[config.mk]
export PLATFORM = sky130hd
export DESIGN_NAME = cfa_hole_unit
export DESIGN_NICKNAME = d
export VERILOG_FILES = /design/src/design/cfa_pkg.sv /design/src/design/cfa_hole_unit.sv
export SDC_FILE = /design/constraint.sdc
export NUM_CORES = 1
export LEC_CHECK = 0
export ABC_AREA = 1
export BUFFER_PORTS_ARGS = -buffer_cell sky130_fd_sc_hd__buf_2
export CAP_MARGIN = 20
export CORE_AREA = 3 3 78 80
export DETAILED_ROUTE_END_ITERATION = 16
export DIE_AREA = 0 0 81 83
export GPL_TIMING_DRIVEN = 0
export HOLD_SLACK_MARGIN = 0.15
export PLACE_DENSITY_LB_ADDON = 0.1
export SLEW_MARGIN = 20
export SYNTH_ARGS = -nofsm -noshare
export SYNTH_HDL_FRONTEND = slang
export SYNTH_SLANG_ARGS = --single-unit
[constraint.sdc]
create_clock -name clock -period 3.83 [get_ports clock]
set_input_delay 0.766 -clock clock [delete_from_list [all_inputs] [get_ports clock]]
set_output_delay 0.766 -clock clock [all_outputs]
set_load 0.01 [all_outputs]
[src/design/cfa_pkg.sv]
package cfa_pkg;

   localparam int DEF_CELLS      = 1024;
   localparam int DEF_OWNER_BITS = 16;

   localparam int OP_W     = 1;
   localparam int OWNER_W  = 16;
   localparam int LEN_W    = 11;
   localparam int STAT_W   = 2;
   localparam int START_W  = 10;
   localparam int POLICY_W = 2;

   localparam logic [OP_W-1:0] OP_ALLOC = 1'b0;
   localparam logic [OP_W-1:0] OP_CLEAR = 1'b1;

   localparam logic [STAT_W-1:0] STAT_DONE    = 2'd0;
   localparam logic [STAT_W-1:0] STAT_NO_HOLE = 2'd1;
   localparam logic [STAT_W-1:0] STAT_BAD     = 2'd2;

   localparam logic [POLICY_W-1:0] POL_BEST  = 2'd1;
   localparam logic [POLICY_W-1:0] POL_WORST = 2'd2;

   typedef struct packed {
      logic                clear;
      logic                step;
      logic                free;
      logic [POLICY_W-1:0] policy;
   } scan_ctrl_type;

endpackage

[src/design/cfa_hole_unit.sv]
module cfa_hole_unit #(
   parameter int CELLS = cfa_pkg::DEF_CELLS,
   parameter int AW    = $clog2(CELLS),
   parameter int CW    = $clog2(CELLS + 1)
) (
   input  logic                  clock,
   input  logic                  reset,
   input  cfa_pkg::scan_ctrl_type ctrl,
   input  logic [AW-1:0]         cell_idx,
   input  logic [CW-1:0]         need,
   output logic                  pick_have,
   output logic [AW-1:0]         pick_start
);
   import cfa_pkg::*;

   logic          have_ff, have_in;
   logic [AW-1:0] run_start_ff, run_start_in;
   logic [CW-1:0] run_len_ff, run_len_in;
   logic [AW-1:0] pick_start_ff, pick_start_in;
   logic [CW-1:0] pick_len_ff, pick_len_in;
   logic          fits;
   logic          wins;

   assign fits = run_len_ff >= need;
   assign wins = !have_ff
              || (ctrl.policy == POL_BEST  && run_len_ff < pick_len_ff)
              || (ctrl.policy == POL_WORST && run_len_ff > pick_len_ff);

   always_comb begin
      have_in       = have_ff;
      run_start_in  = run_start_ff;
      run_len_in    = run_len_ff;
      pick_start_in = pick_start_ff;
      pick_len_in   = pick_len_ff;
      if (ctrl.clear) begin
         have_in    = 1'b0;
         run_len_in = '0;
      end else if (ctrl.step) begin
         if (ctrl.free) begin
            if (run_len_ff == '0) begin
               run_start_in = cell_idx;
            end
            run_len_in = run_len_ff + CW'(1);
         end else begin
            if (fits && wins) begin
               have_in       = 1'b1;
               pick_start_in = run_start_ff;
               pick_len_in   = run_len_ff;
            end
            run_len_in = '0;
         end
      end
   end

   always_ff @(posedge clock) begin
      if (reset) begin
         have_ff    <= 1'b0;
         run_len_ff <= '0;
      end else begin
         have_ff    <= have_in;
         run_len_ff <= run_len_in;
      end
   end

   always_ff @(posedge clock) begin
      run_start_ff  <= run_start_in;
      pick_start_ff <= pick_start_in;
      pick_len_ff   <= pick_len_in;
   end

   assign pick_have  = have_ff;
   assign pick_start = pick_start_ff;

endmodule

==> results of run 1 <==
[routing by layer]
layer,GRT usage,share of wire
met5,0,0
met1,0.171,0.49
met4,0.0461,0.020
met2,0.202,0.46
met3,0.0293,0.032
[logic make-up after synthesis]
kind of cell | synth area share
fa+ha+maj | 0.140
compound gates | 0.0558
buf+inv | 0.0855
flops | 0.545
simple gates | 0.175
[synth_stat cells, drive strengths merged]
cell type	instances	share of area
inv	49	0.086
nand2	43	0.077
edfxtp	31	0.43
ha	24	0.14
nor2	23	0.048
a21oi	14	0.033
dfxtp	12	0.11
o21ai	7	0.016
nand3	6	0.016
nand4	4	0.012
nor3	3	0.012
nor4	2	0.0058
a211oi	1	0.0035
a21boi	1	0.0035
and3	1	0.0029
[power by group]
part           leakage [nW]  internal, mW  switching (mW)
sequential            0.401         0.499         0.00173
clock                0.0412         0.127           0.153
combinational         0.714        0.0191          0.0216
[worst max-delay path, cell delays in order]
cell	delay (ns)
buf_2	0.07
inv_1	0.03
ha_1	0.28
nand2_1	0.05
inv_1	0.06
nand2_1	0.05
a21oi_1	0.12
nor2_1	0.06
a21boi_0	0.26
nand2_1	0.12
nor2_2	0.49
buf_8	0.23
[sequential cells by signal (all words and copies together), names as in the netlist]
signal        count
run_start_ff     10
pick_start       10
run_len_ff       11
pick_len_ff      11
pick_have         1
[cell type report]
| type | instances | share of cell area |
|---|---|---|
| inverters | 49 | 0.0723 |
| well taps | 72 | 0.0354 |
| multi-input cells | 129 | 0.316 |
| repair buffers | 40 | 0.0826 |
| flip-flops and latches | 43 | 0.460 |
| clock inverters | 2 | 0.00492 |
| clock buffers | 6 | 0.0285 |
[layout by cell type (no fill, tap or decap), types with 2 or more instances in the layout]
master,count
inv_1,49
nand2_1,41
buf_2,39
edfxtp_1,31
ha_1,24
nor2_1,19
a21oi_1,14
dfxtp_1,12
o21ai_0,7
nand3_1,5
clkbuf_8,5
nand4_1,4
nor2_2,2
nor2_4,2
nor3_1,2
nand2_2,2
[worst max-delay path by stage]
stage                     end  depth (start not counted)     from
3_3_place_gp    pick_start[8]                         11  need[6]
3_5_place_dp    pick_start[7]                         12  need[6]
5_1_grt        pick_len_ff[8]                         12  need[6]
4_1_cts         pick_start[7]                         12  need[6]
2_1_floorplan  pick_len_ff[0]                         10  need[6]
6_report        pick_start[1]                         12  need[6]
==> results.py, run 1 <==
metrics = {
    "drt": {
        "routed_wl_mm": 3.83,
        "via_count": 1501,
        "route.detailed.drc": 0,
        "routedWlPerCell_um": 11.2,
        "drtPass1Iterations": 4,
        "drtAntennaViolNets": 0,
        "dr.first_iter.drc_count": 61,
        "viasPerCell": 4.40,
    },
    "timing": {
        "report.final.slew_viol_count": 0,
        "finalHoldViolCount": 0,
        "fmaxAchievable_mhz": 387,
        "whs_ns": 0.423,
        "worst_slew_pin_slew_ns": 0.796,
        "setup_tns_ns": 0,
        "min_period_ns": 2.58,
        "setup_ws_ns": 1.25,
        "setup_violations": 0,
        "fin_crit_sh": 0.674,
        "clock_skew_ns": 0.00427,
        "relSlewSlack": 0.465,
        "rsz0062_at_grt": "no",
    },
    "cells_and_area": {
        "nets": 320,
        "multiInputGateArea_um2": 805,
        "layout.cells.non_filler": 341,
        "final_area_um2": 2540,
        "fillers": 572,
        "drive_gt1_frac": 0.208,
        "ff_latch_area_um2": 1170,
        "areaGrowthSynthToFinish_pct": 18.3,
        "final_core_util": 0.465,
        "num_antenna_cells": 0,
    },
    "die": {
        "die_y_um": 83,
        "die-area_um2": 6720,
        "io_pins": 39,
        "num_rows": 27,
        "initial_core_util": 0.393,
        "die_x_um": 81,
        "core-area_um2": 5470,
    },
    "worst_setup_path": {
        "crit_type": "in -> reg",
        "end_kind": "register",
        "r2r-end": "pick_start[1]",
        "r2r-start": "run_len_ff[4]",
        "ff2ff_path_depth": 10,
        "arrival_ns": 2.59,
        "start_kind": "input port",
        "worst-path-max-fanout": 11,
        "critical_path_required_ns": 3.84,
        "r2r_slack_ns": 1.37,
    },
    "clock_tree": {
        "cts_hold_buf": 0,
        "cts_sinks": 43,
        "cts_buffer_depth": 2,
        "post_cts_buffers": 0,
        "numCtsBuffers": 5,
        "clk_pin_slew_worst_paths_ns": 0.08,
        "cts_tree": "built",
        "cts_resized": 0,
        "cts.htree.levels": 2,
        "root_buffer": "clkbuf_8",
        "clock_latency_ns": 0.30,
    },
    "global_routing": {
        "track_usage": 0.128,
        "gr-total-overflow": 0,
        "first_global_vias": 1414,
        "antenna_found_initial": 0,
        "grt_max_degree": 14,
        "grt_first_pass_wirelength_mm": 6.63,
    },
    "synth": {
        "syn_inst": 221,
        "syn_area_per_cell_um2": 9.73,
        "ys_seq_area_frac": 0.545,
        "ys_warn_count": 0,
        "ys_types": 20,
        "post_synth_instance_area_um2": 2150,
        "syn_nets": 273,
        "ys_ff_latch": 43,
    },
    "place": {
        "gp_congestion": 0.725,
        "dpl_cell_area_um2": 2460,
        "place_ws_ns": 0.891,
        "numPlacedInstances": 333,
        "port_buffers": 38,
        "hpwlAfterDp_mm": 3.03,
    },
    "power": {
        "power_mw": 0.822,
        "p_leak_nw": 1.16,
        "powerDensity_nw_per_um2": 323,
        "ir_drop_mv": 0.142,
    },
    "hold_path": {
        "min_path_cells": 0,
        "hold_start": "run_start_ff[1]",
        "worst_hold_path.endpoint": "pick_start[1]",
        "hp-class": "reg -> reg",
    },
    "run_status": {
        "outcome": "completed",
    },
    "job": {
        "maxCapViolCount": 0,
    },
}
(Power assumes the default switching activity.)
==> run 2: changes to the inputs <==
Clock period 3.83 ns to 2.39 ns, I/O delays scaled along.
==> results.py, run 2 (synthesis gave the netlist of run 1 again) <==
metrics = {
    "timing": {
        "rsz0062_at_grt": "no",
        "clock_skew_ns": 0.00880,
        "worst_slew_pin_slew_ns": 0.501,
        "relSlewSlack": 0.664,
        "setup_violations": 0,
        "fin_crit_sh": 0.907,
        "report.final.slew_viol_count": 0,
        "finalHoldViolCount": 0,
        "fmaxAchievable_mhz": 461,
        "min_period_ns": 2.17,
    },
    "cells_and_area": {
        "fillers": 550,
        "mostFrequentLayoutCells": "inv_1, nand2_1, buf_2, edfxtp_1, ha_1",
        "biggestRegsByFlops": "pick_len_ff: 11 flops, run_len_ff: 11 flops",
        "final_common_cell": "inv_1",
        "nets": 320,
        "final_core_util": 0.466,
        "final_area_um2": 2550,
        "areaGrowthSynthToFinish_pct": 18.7,
        "drive_gt1_frac": 0.212,
        "num_antenna_cells": 0,
    },
    "global_routing": {
        "track_usage": 0.122,
        "grt_max_degree": 22,
        "first_global_vias": 1399,
        "grt_first_pass_wirelength_mm": 6.31,
        "gr-total-overflow": 0,
        "antenna_found_initial": 0,
    },
    "hold_path": {
        "hp-class": "in -> reg",
        "min_path_cells": 1,
        "hold_start": "cell_idx[2]",
    },
    "drt": {
        "via_count": 1493,
        "route.detailed.drc": 0,
        "drtAntennaViolNets": 0,
        "dr.first_iter.drc_count": 49,
        "drtPass1Iterations": 4,
        "viasPerCell": 4.38,
        "routed_wl_mm": 3.74,
        "routedWlPerCell_um": 11.0,
    },
    "worst_setup_path": {
        "crit_chain": "ha_1 -> nand2_1 -> inv_1 -> nand2_1 -> nor2_1 -> nand2_1 -> nand3_1 -> nand2_1 -> nand3_1 -> nand2_1 -> nor2_4",
        "start_kind": "register",
        "crit_slowest_cell": "dfxtp_1",
        "critPathTopFamily": "simple AND/OR/NAND/NOR gates",
        "startpoint": "run_len_ff[8]",
        "max_stage_delay_ns": 0.40,
        "r2r-start": "run_len_ff[8]",
        "cp_num_cells": 11,
        "arrival_ns": 2.12,
        "cpMostUsedCell": "nand2_1",
        "critical_path_required_ns": 2.35,
        "end_kind": "register",
        "worst-path-max-fanout": 11,
        "critPathBufInv": 1,
        "ff2ff_path_depth": 11,
        "crit_type": "reg -> reg",
    },
    "clock_tree": {
        "post_cts_buffers": 0,
        "root_buffer": "clkbuf_8",
        "cts_buffer_depth": 2,
        "clk_pin_slew_worst_paths_ns": 0.08,
        "cts.htree.levels": 2,
        "numCtsBuffers": 5,
        "cts_tree": "built",
        "clock_latency_ns": 0.29,
        "cts_hold_buf": 0,
        "cts_sinks": 43,
    },
    "die": {
        "initial_core_util": 0.393,
        "io_pins": 39,
        "core-area_um2": 5470,
        "num_rows": 27,
        "die-area_um2": 6720,
        "die_y_um": 83,
        "die_x_um": 81,
    },
    "power": {
        "p_int_mw": 1.03,
        "swShare": 0.216,
        "p_leak_nw": 1.15,
        "ir_drop_mv": 0.201,
        "p_seq_frac": 0.608,
        "power_switching_mw": 0.285,
        "powerDensity_nw_per_um2": 517,
        "p_comb_frac": 0.050,
        "pwr-share-clk": 0.341,
    },
    "job": {
        "maxCapViolCount": 0,
    },
    "place": {
        "hpwlAfterDp_mm": 2.85,
        "gp_congestion": 0.741,
        "dpl_cell_area_um2": 2450,
        "port_buffers": 38,
    },
    "run_status": {
        "outcome": "completed",
    },
}
## run 2: changes by cell type in the layout (fill, tap and decap cells not counted)
cell | before | now
clkbuf_1 | 1 | 0
buf_2 | 39 | 38
clkinvlp_4 | 1 | 2
buf_4 | 0 | 1
buf_8 | 1 | 0
nor2_4 | 2 | 4
nor2_2 | 2 | 1
## run 2: metrics by stage
stage	std cells	setup slack, ns	TNS [ns]	hold slack, ns	power, mW
4_1_cts	340	0.0389	0	0.348	1.34
6_report	341	0.222	0	0.354	1.32
5_1_grt	341	0.0192	0	0.338	1.38
2_1_floorplan	221	0.116	0	0.400	0.853
3_5_place_dp	332	-0.109	-2.26	0.405	0.887
3_3_place_gp	331	-0.543	-14.98	0.401	0.885
## run 2: worst paths after layout
check / slack (ns) / to
worst min register to register: 0.42 / pick_start[3]
worst max register to register: 0.22 / pick_len_ff[8]
worst min-delay path: 0.35 / run_start_ff[2]
worst max-delay path: 0.22 / pick_len_ff[8]
## run 2: what timing repair did
action                                  CTS  global route
endpoints found under the setup margin    0            21
hold endpoints to repair                  0             0
gates resized for setup                   0             1
## run 2: metal layers
layer / up-vias / wire (um) / global-route usage / share of wire
li1: 819 / - / - / -
met1: 644 / 1830 / 0.164 / 0.49
met4: 0 / 54 / 0.0369 / 0.014
met2: 24 / 1700 / 0.188 / 0.45
met5: - / 0 / 0 / 0
met3: 6 / 158 / 0.0358 / 0.042
## run 2: power by group through the flow
stage	Combinational [mW]	Clock, mW	Sequential, mW
final	0.0664	0.450	0.803
after global routing	0.0794	0.495	0.804
after CTS	0.0672	0.465	0.803
after detailed placement	0.0668	0	0.820
after global placement	0.0645	0	0.820
after floorplan	0.0333	0	0.819
## run 2: cell type report
type                    instances  area (um2)  area share
flip-flops and latches         43        1170       0.459
well taps                      72        90.1      0.0353
inverters                      49         184      0.0721
multi-input cells             130         821       0.322
clock inverters                 3        20.0     0.00784
repair buffers                 39         198      0.0775
clock buffers                   5        68.8      0.0270
==> run 3: changes to the inputs <==
Settings changed: ABC_AREA 1 to default, CORE_AREA 3 3 78 80 to 3 3 76 78, DIE_AREA 0 0 81 83 to 0 0 79 81.
==> results.py, run 3 <==
metrics = {
    "worst_setup_path": {
        "arrival_ns": 2.31,
        "worst-path-max-fanout": 11,
        "crit_type": "reg -> reg",
        "critical_path_required_ns": 2.40,
        "end_kind": "register",
        "start_kind": "register",
    },
    "timing": {
        "setup_ws_ns": 0.0888,
        "setup_violations": 0,
        "clock_skew_ns": 0.00417,
        "fmaxAchievable_mhz": 435,
        "setup_tns_ns": 0,
        "worst_slew_pin_slew_ns": 0.696,
        "relSlewSlack": 0.532,
        "whs_ns": 0.359,
        "min_period_ns": 2.30,
        "fin_crit_sh": 0.963,
        "finalHoldViolCount": 0,
        "report.final.slew_viol_count": 0,
    },
    "clock_tree": {
        "cts_buffer_depth": 2,
        "clk_pin_slew_worst_paths_ns": 0.08,
        "numCtsBuffers": 5,
        "cts_tree": "built",
        "cts_sinks": 43,
        "cts_hold_buf": 0,
        "clock_latency_ns": 0.29,
        "cts.htree.levels": 2,
        "root_buffer": "clkbuf_8",
    },
    "cells_and_area": {
        "nets": 273,
        "layout.cells.non_filler": 292,
        "final_area_um2": 2580,
        "num_antenna_cells": 0,
        "final_core_util": 0.502,
        "final_common_cell": "buf_2",
        "areaGrowthSynthToFinish_pct": 24.7,
        "mostFrequentLayoutCells": "buf_2, edfxtp_1, inv_1, ha_1, nor2_1",
        "fillers": 501,
        "drive_gt1_frac": 0.302,
        "biggestRegsByFlops": "pick_len_ff: 11 flops, run_len_ff: 11 flops",
    },
    "power": {
        "ir_drop_mv": 0.329,
        "power_mw": 1.31,
        "p_leak_nw": 1.10,
        "powerDensity_nw_per_um2": 508,
    },
    "place": {
        "place_ws_ns": -0.518,
        "hpwlAfterDp_mm": 3.09,
        "numPlacedInstances": 280,
        "port_buffers": 37,
        "dpl_cell_area_um2": 2400,
        "gp_congestion": 0.819,
    },
    "synth": {
        "post_synth_instance_area_um2": 2070,
        "syn_inst": 173,
        "yosys.cell_count.top_type": "edfxtp_1",
        "ys_types": 35,
        "yosysTopAreaCell": "edfxtp_1",
        "yosys-top-cells-count": "edfxtp_1, ha_1, inv_1, nor2_1, dfxtp_1",
        "ys_seq_area_frac": 0.566,
        "ys_warn_count": 0,
        "syn_nets": 225,
        "synthArstFlopShare": 0,
        "synth_top_cell_area_share": 0.450,
        "ys_ff_latch": 43,
        "syn_area_per_cell_um2": 12.0,
        "synth_area_leaders": "edfxtp_1, ha_1, dfxtp_1",
        "synth_edf_count": 31,
        "synth_ff_type": "edfxtp_1",
    },
    "die": {
        "die-area_um2": 6400,
        "io_pins": 39,
        "die_y_um": 81,
        "initial_core_util": 0.402,
        "num_rows": 26,
        "core-area_um2": 5140,
        "die_x_um": 79,
    },
    "global_routing": {
        "first_global_vias": 1464,
        "gr-total-overflow": 0,
        "grt_max_degree": 15,
        "grt_first_pass_wirelength_mm": 6.85,
        "track_usage": 0.140,
        "antenna_found_initial": 0,
    },
    "run_status": {
        "outcome": "completed",
    },
    "drt": {
        "viasPerCell": 4.92,
        "wl_met3_um": 165,
        "wl_met1_mm": 1.77,
        "routedWlPerCell_um": 14.1,
        "highest_layer": "met4",
        "dr.first_iter.drc_count": 85,
        "drtAntennaViolNets": 0,
        "routed_wl_mm": 4.11,
        "via_count": 1436,
        "route.detailed.drc": 0,
        "met2_length_mm": 2.12,
        "drtPass1Iterations": 4,
    },
    "job": {
        "maxCapViolCount": 0,
    },
    "hold_path": {
        "hp-class": "in -> reg",
    },
}
[run 3: final cells by class]
type | count | area (um2) | share of cell area
plain buffers | 2 | 11.3 | 0.00437
well taps | 70 | 87.6 | 0.0340
flip-flops and latches | 43 | 1180 | 0.459
multi-input cells | 105 | 885 | 0.343
repair buffers | 40 | 233 | 0.0902
clock buffers | 5 | 68.8 | 0.0267
clock inverters | 3 | 20.0 | 0.00776
inverters | 24 | 90.1 | 0.0349
[run 3: critical path, stage by stage (launching register included)]
cell and delay (ns):
dfxtp_1 0.46, ha_1 0.28, nand3_1 0.13, nor3_2 0.08, a211oi_1 0.27, nand4b_1 0.13, buf_4 0.17, a311oi_4 0.32
buf_12 0.18
[run 3: cell families (layout without fill, tap and decap cells)]
| group | count (synthesis) | after routing | synth area share |
|---|---|---|---|
| DFF | 43 | 43 | 0.566 |
| AOI/OAI and AO/OA | 26 | 27 | 0.0853 |
| muxes | 1 | 1 | 0.00484 |
| buffers and inverters | 26 | 74 | 0.0490 |
| and+or+nand+nor | 46 | 46 | 0.120 |
| adders and majority gates | 24 | 24 | 0.145 |
| xor gates and xnor gates | 7 | 7 | 0.0296 |
[run 3: per-layer routing]
metal | GRT usage | vias up
met5 | 0 | -
met2 | 0.246 | 21
met1 | 0.171 | 689
met3 | 0.0288 | 8
met4 | 0.0515 | 0
li1 | - | 718
[run 3: report_power, final]
| part | total, mW | switching [mW] | internal [mW] |
|---|---|---|---|
| clock network | 0.446 | 0.243 | 0.203 |
| registers | 0.800 | 0.00267 | 0.797 |
| logic | 0.0653 | 0.0337 | 0.0317 |
[run 3: what timing repair did]
action                                  4_1_cts  5_1_grt
pin swaps                                     3        2
buffers inserted                              2        1
endpoints found under the setup margin       21       21
gates cloned                                  1        0
gates resized for setup                       4        1
[run 3: path summary, 6_finish.rpt]
check / cells past startpoint / slack [ns] / end / start
setup / recovery: 8 / 0.09 / pick_len_ff[4] / run_len_ff[8]
hold / removal: 1 / 0.36 / run_start_ff[3] / cell_idx[3]
setup reg to reg: 8 / 0.09 / pick_len_ff[4] / run_len_ff[8]
hold reg to reg: 0 / 0.42 / pick_start[5] / run_start_ff[5]
